[src/rtl/ptc_pkg.sv]
package ptc_pkg;

	localparam int unsigned RAW_W     = 20;
	localparam int unsigned TEMP_W    = 16;
	localparam int unsigned PRESS_W   = 32;
	localparam int unsigned CFG_W     = 64;
	localparam int unsigned CFG_IDX_W = 3;
	localparam int unsigned DIV_STEPS = 64;
	localparam int unsigned SH_P4     = 35;
	localparam int unsigned BIAS_BIT  = 47;

	localparam logic signed [26:0] FINE_OFFSET = 27'sd128000;
	localparam logic [20:0]        P_BASE      = 21'd1048576;
	localparam logic [11:0]        NUM_SCALE   = 12'd3125;
	localparam logic [63:0]        VAR1_BIAS   = 64'd1 << BIAS_BIT;
	localparam logic signed [20:0] TEMP_HI     = 21'sd32767;
	localparam logic signed [20:0] TEMP_LO     = -21'sd32768;

	typedef enum logic [CFG_IDX_W-1:0] {
		CFG_TEMP       = 3'd0,
		CFG_PRESS_A    = 3'd1,
		CFG_PRESS_B    = 3'd2,
		CFG_PRESS_NINE = 3'd3
	} cfg_idx_t;

	typedef struct packed {
		logic [15:0] t1;
		logic [15:0] t2;
		logic [15:0] t3;
		logic [15:0] p1;
		logic [15:0] p2;
		logic [15:0] p3;
		logic [15:0] p4;
		logic [15:0] p5;
		logic [15:0] p6;
		logic [15:0] p7;
		logic [15:0] p8;
		logic [15:0] p9;
	} calib_t;

	typedef struct packed {
		logic [TEMP_W-1:0] temp;
		logic [63:0]       num;
		logic [30:0]       den;
	} qent_t;

endpackage

[src/rtl/ptc_queue.sv]
module ptc_queue #(
	parameter int unsigned DEPTH = 4
) (
	input  logic           clk,
	input  logic           arst_n,
	input  logic           push_valid,
	output logic           push_ready,
	input  ptc_pkg::qent_t push_data,
	output logic           pop_valid,
	input  logic           pop_ready,
	output ptc_pkg::qent_t pop_data
);

	localparam int unsigned PTR_W = $clog2(DEPTH);
	localparam int unsigned CNT_W = $clog2(DEPTH + 1);

	ptc_pkg::qent_t   mem_q [DEPTH];
	logic [PTR_W-1:0] wr_q, rd_q;
	logic [CNT_W-1:0] cnt_q;
	logic             push, pop;

	assign push_ready = cnt_q != CNT_W'(DEPTH);
	assign pop_valid  = cnt_q != '0;
	assign push       = push_valid && push_ready;
	assign pop        = pop_valid && pop_ready;
	assign pop_data   = mem_q[rd_q];

	always_ff @(posedge clk or negedge arst_n) begin
		if (!arst_n) begin
			wr_q  <= '0;
			rd_q  <= '0;
			cnt_q <= '0;
		end else begin
			if (push) begin
				wr_q <= (wr_q == PTR_W'(DEPTH - 1)) ? '0 : wr_q + 1'b1;
			end
			if (pop) begin
				rd_q <= (rd_q == PTR_W'(DEPTH - 1)) ? '0 : rd_q + 1'b1;
			end
			if (push && !pop) begin
				cnt_q <= cnt_q + 1'b1;
			end else if (pop && !push) begin
				cnt_q <= cnt_q - 1'b1;
			end
		end
	end

	always_ff @(posedge clk) begin
		if (push) begin
			mem_q[wr_q] <= push_data;
		end
	end

endmodule

[config.mk]
export PLATFORM = sky130hd
export DESIGN_NAME = ptc_queue
export DESIGN_NICKNAME = d
export VERILOG_FILES = /design/src/rtl/ptc_pkg.sv /design/src/rtl/ptc_queue.sv
export SDC_FILE = /design/constraint.sdc
export NUM_CORES = 1
export LEC_CHECK = 0
export BUFFER_PORTS_ARGS = -buffer_cell sky130_fd_sc_hd__buf_2
export CORE_ASPECT_RATIO = 0.8
export CORE_MARGIN = 2
export CORE_UTILIZATION = 51
export CTS_CLUSTER_DIAMETER = 150
export CTS_CLUSTER_SIZE = 8
export DETAILED_ROUTE_END_ITERATION = 10
export PLACE_DENSITY = 0.75
export SYNTH_ARGS = -nofsm -noshare
export SYNTH_HDL_FRONTEND = slang
export SYNTH_SLANG_ARGS = --single-unit
[constraint.sdc]
create_clock -name clk -period 2.6 [get_ports clk]
set_input_delay 0 -clock clk [delete_from_list [all_inputs] [get_ports clk]]
set_output_delay 0 -clock clk [all_outputs]
set_load 0.02 [all_outputs]
# Word level (Yosys, flattened, before mapping)
# Memories as Yosys holds them, arrays and structs flattened.
# Cells that the tools add are included.
# classes
eq_ne,3
addsub,4
muxes,6
n_reduce_logical,8
# ops
cell,n
3-bit two-way mux,2
2-bit by 1-bit adder with 2-bit output (second input constant),2
2-bit equality test (second input constant),2
1-bit logical AND,4
2-bit two-way mux,2
3-bit by 1-bit adder with 3-bit output (second input constant),1
3-bit inequality test (second input constant),1
3-bit nonzero test,1
3-bit by 1-bit subtractor with 3-bit output (second input constant),1
1-bit zero test,2
1-bit two-way mux,2
2-bit nonzero test,1
# totals
register_bits,7
input_bits,115
word_cells,25
out_inout_bits,113
mem_count,1
mem_bits_rw,444
# mem_list
name,words,width,rd,rd_clocked_by_memory_dff,write_ports,line,rtl
mem_q,4,111,1,0,1,ptc_queue.sv:17,ptc_pkg::qent_t mem_q [DEPTH];

# Logic depth before layout (Yosys ltp)
# logic_depth
ltp_word,6
depth_mapped,8
ltp_nobuf,8

# Worst setup path before layout
# OpenSTA, ideal clock, no wires.
# synth_path
path_type,register to register
startpoint,reg cnt_q[2]
endpoint,mem mem_q[0][0] in the netlist's numbering (enable)
path_slack_ns,0.078
stages_incl_launch_ff,3
path_buffers,0
required_time_ns,2.180
arrival_ns,2.102
path_cell_list,dfrtp_1 -> or3b_4 -> and3_2
# synth_between
elab_chain_cells,4
# synth_rtl
item,line,rtl
start: declaration,ptc_queue.sv:19,logic [CNT_W-1:0] cnt_q;
start signal: assignment,ptc_queue.sv:41,cnt_q <= cnt_q + 1'b1;
start signal: assignment,ptc_queue.sv:43,cnt_q <= cnt_q - 1'b1;
3-bit inequality test,ptc_queue.sv:22,assign push_ready = cnt_q != CNT_W'(DEPTH);
named net push_ready,ptc_queue.sv:7,"output logic push_ready,"
1-bit logical AND,ptc_queue.sv:24,assign push = push_valid && push_ready;
1-bit two-way mux,ptc_queue.sv:49,if (push) begin
1-bit two-way mux (implied by the code),ptc_queue.sv:50,mem_q[wr_q] <= push_data;
end: declaration,ptc_queue.sv:17,
# The timed path passes the listed nets, and every way through them passes these cells.

==> results list <==
- Status: finished, final reports clean
- The slowest stage of the critical path is the sky130_fd_sc_hd__dfrtp_4 cell.
- On the worst path, the slowest cell contributes a delay of 0.79 ns.
- Max-cap violations in this run came to 0.
* Net total in the final layout: 1146
- Sum Neg Setup Slack: 0 ns
- # Post-CTS Setup Buffers: 0
* Port buffer count: 227
- 1st-iter DRT viols: 530
* Final Util: 0.672
- Worst Hold Depth: 2
- Via total after detailed routing: 7968
- Syn nets: 738
- For the worst-skew pair, the clock arrives at the later sink with an insertion delay of 0.55 ns.
- Mean instance size in the synthesized netlist: 26.7 µm²
- The via count of the first global-routing pass is 8773.
- Across the VDD grid, the largest voltage drop is 0.756 mV.
* Clock transition at path regs: 0.05 ns
- Cells resized by post-CTS repair: 0
- STA classifies the critical path startpoint as a flop.
- TritonCTS clock tree: built
- The number of clock buffers added by TritonCTS is 66.
- The tightest hold path in the finished design has a slack of 0.199 ns.
- Post-route clock period utilization: 0.926
- Before CTS, the worst setup slack after placement is 0.413 ns.
* Crit end category: primary output
- Setup violations remaining at the end of the flow were counted as 0.
* Bufs on Longest Clock Path: 3
* Layout cells sized above 1: 0.431
- Total GRT Usage: 0.205
- Dividing total power by cell area gives a power density of 1190 nW/µm².
* Remaining design rule violation count: 0
* Power consumption: 25.2 mW
- Die width: 205 µm
* Post-detailed-route count of antenna-violating nets: 0
- Starting density of the core: 0.521
* Total number of yosys warnings: 0
- Buffers inserted to repair hold after CTS numbered 115.
- Setup repair after global routing left no endpoint under its margin.
* Std-Cell Rows: 58
- Cell Area, Synth: 16500 µm²
- Pin count of the biggest net entering global routing: 75
- For the worst flop-to-flop path, the logic depth is 8.
- Syn-to-layout area delta: 28.9%
* Tightest Hold Check Type: input port to flop
* Ordered cell list for the critical path: buf_4 > mux4_2 > buf_2
- Placed wire-length estimate: 19100 µm
- The die covers 33700 µm².
* Vias per cell: 5.46
* Sequential cell area fraction in the yosys report: 0.821
- In this run the most critical hold path is launched from push_data[11].
- In this run the worst path has a maximum fanout of 27.
- The root buffer cell chosen for the clock tree is sky130_fd_sc_hd__clkbuf_16.
* Worst-margin pin slew: 0.611 ns
- CP Data Arrival Time: 2.41 ns
- Synthesized flop and latch total: 451
* Total overflow reported by the global router: 0
- Core region area: 31600 µm²
- Synthesis produced a netlist whose cell count is 616.
* Height of the die: 165 µm
* Data required time of the critical path: 2.60 ns
- Summed over all cells, the static leakage comes to 7.37 nW.
- Number of detailed-routing iterations run before antenna repair: 6
* Final slew viol count: 0
- Clock skew on the completed layout was measured at 0.0184 ns.
- For this block, the routed nets add up to 33300 µm of wire.
- Maximum clock rate: 0.415 GHz
* Final worst setup slack: 0.192 ns
* Top-level port count: 228
- R2R Path Start: cnt_q[1]
* Max_slew headroom: 0.592
* Final number of hold-violating endpoints: 0
* Post-synth cell types: 20
* Hold-critical path endpoint: mem_q[3][11]
* Final weighted congestion of routability-driven global placement: 0.692
- CTS saw 451 sinks.
- H-tree levels: 3
- The worst setup path is of the flop to primary output kind.
* Minimum setup slack among reg-to-reg paths: 0.40 ns
- Wire per inst: 22.8 µm
* Antenna violations before repair: 5
* R2R Path End: cnt_q[2]
* Min cycle time layout: 2.41 ns
* Wire length of the first global-routing pass: 51000 µm
## where the power goes
part / internal [mW] / switching (mW) / leakage (nW) / total [mW]
clock network: 4.56 / 2.74 / 0.850 / 7.30
registers: 9.62 / 0.592 / 4.15 / 10.2
logic: 3.29 / 4.38 / 2.37 / 7.67
## flip-flops by register name, indices dropped and copies added, names as in the netlist
| signal | cells |
|---|---|
| rd_q | 2 |
| mem_q | 444 |
| cnt_q | 3 |
| wr_q | 2 |
## routing by layer
metal  share of wire  global-route usage
met1            0.41               0.277
met2            0.49               0.328
met3           0.077              0.0570
met4           0.021              0.0659
met5         0.00081                   0
## placed cells by master, fill, tap and decap left out
| cell type | Yosys | layout |
|---|---|---|
| sky130_fd_sc_hd__and3_4 | 0 | 4 |
| sky130_fd_sc_hd__xnor2_1 | 1 | 1 |
| sky130_fd_sc_hd__mux4_2 | 111 | 111 |
| sky130_fd_sc_hd__nor2_1 | 3 | 3 |
| sky130_fd_sc_hd__fa_1 | 1 | 1 |
| sky130_fd_sc_hd__xor2_1 | 2 | 2 |
| sky130_fd_sc_hd__dfrtp_1 | 7 | 5 |
| sky130_fd_sc_hd__ha_1 | 6 | 6 |
| sky130_fd_sc_hd__diode_2 | 0 | 3 |
| sky130_fd_sc_hd__edfxtp_1 | 444 | 444 |
| sky130_fd_sc_hd__buf_12 | 0 | 13 |
| sky130_fd_sc_hd__clkbuf_1 | 0 | 9 |
| sky130_fd_sc_hd__inv_1 | 3 | 3 |
| sky130_fd_sc_hd__or3b_4 | 1 | 1 |
| sky130_fd_sc_hd__dlygate4sd3_1 | 0 | 115 |
| sky130_fd_sc_hd__mux2_2 | 3 | 3 |
| sky130_fd_sc_hd__clkinvlp_4 | 0 | 1 |
| sky130_fd_sc_hd__buf_4 | 1 | 10 |
| sky130_fd_sc_hd__inv_6 | 0 | 3 |
| sky130_fd_sc_hd__and2_4 | 1 | 1 |
| sky130_fd_sc_hd__dfrtp_4 | 0 | 2 |
| sky130_fd_sc_hd__buf_2 | 13 | 227 |
| sky130_fd_sc_hd__or3_2 | 1 | 1 |
| sky130_fd_sc_hd__mux2_4 | 2 | 2 |
| sky130_fd_sc_hd__nand2_1 | 1 | 1 |
| sky130_fd_sc_hd__clkbuf_16 | 0 | 67 |
## how the worst max path moves through the flow
stage,end,slack (ns),start
2_1_floorplan,mem_q[0][0],0.08,cnt_q[2]
3_3_place_gp,cnt_q[2],0.46,cnt_q[1]
3_5_place_dp,cnt_q[2],0.41,cnt_q[1]
4_1_cts,pop_data[22],0.14,rd_q[0]
5_1_grt,pop_data[92],0.06,rd_q[0]
6_report,pop_data[20],0.19,rd_q[0]
## final cells by class
| class | count | area [µm²] |
|---|---|---|
| tap | 420 | 526 |
| inverter | 3 | 11.3 |
| antenna | 3 | 7.51 |
| timing repair buffer | 365 | 2620 |
| clock inverter | 4 | 33.8 |
| clock buffer | 76 | 1710 |
| fill | 1981 | 10400 |
| multi-input combinational | 137 | 2770 |
| sequential | 451 | 13500 |
## per-stage QoR
step,cells,area [µm²]
6_report,1459,21200
2_1_floorplan,616,16500
3_5_place_dp,1261,18300
5_1_grt,1457,21200
3_3_place_gp,1261,18300
4_1_cts,1456,21200
## worst max-delay path, delay by kind of cell (launching register included)
| kind | cells | cell delay, ns |
|---|---|---|
| muxes | 1 | 0.56 |
| DFF | 1 | 0.79 |
| buffers and inverters | 2 | 0.50 |
## kinds of logic after synthesis
kind of cell / synth area share
simple gates: 0.00441
buf+inv: 0.0113
mux: 0.156
flops: 0.821
xor+xnor: 0.00160
fa+ha+maj: 0.00578
## synthesized netlist by cell type (all sizes together)
cell type,number,area (µm²)
and3,4,30.0
mux4,111,2500
or3,1,7.51
buf,25,174
edfxtp,444,13300
inv,3,11.3
and2,1,8.76
mux2,5,63.8
ha,6,75.1
xnor2,1,8.76
or3b,1,11.3
nor2,3,11.3
fa,1,20.0
nand2,1,3.75
xor2,2,17.5
dfrtp,7,175
Note: power is estimated with default switching activity, not from simulation.
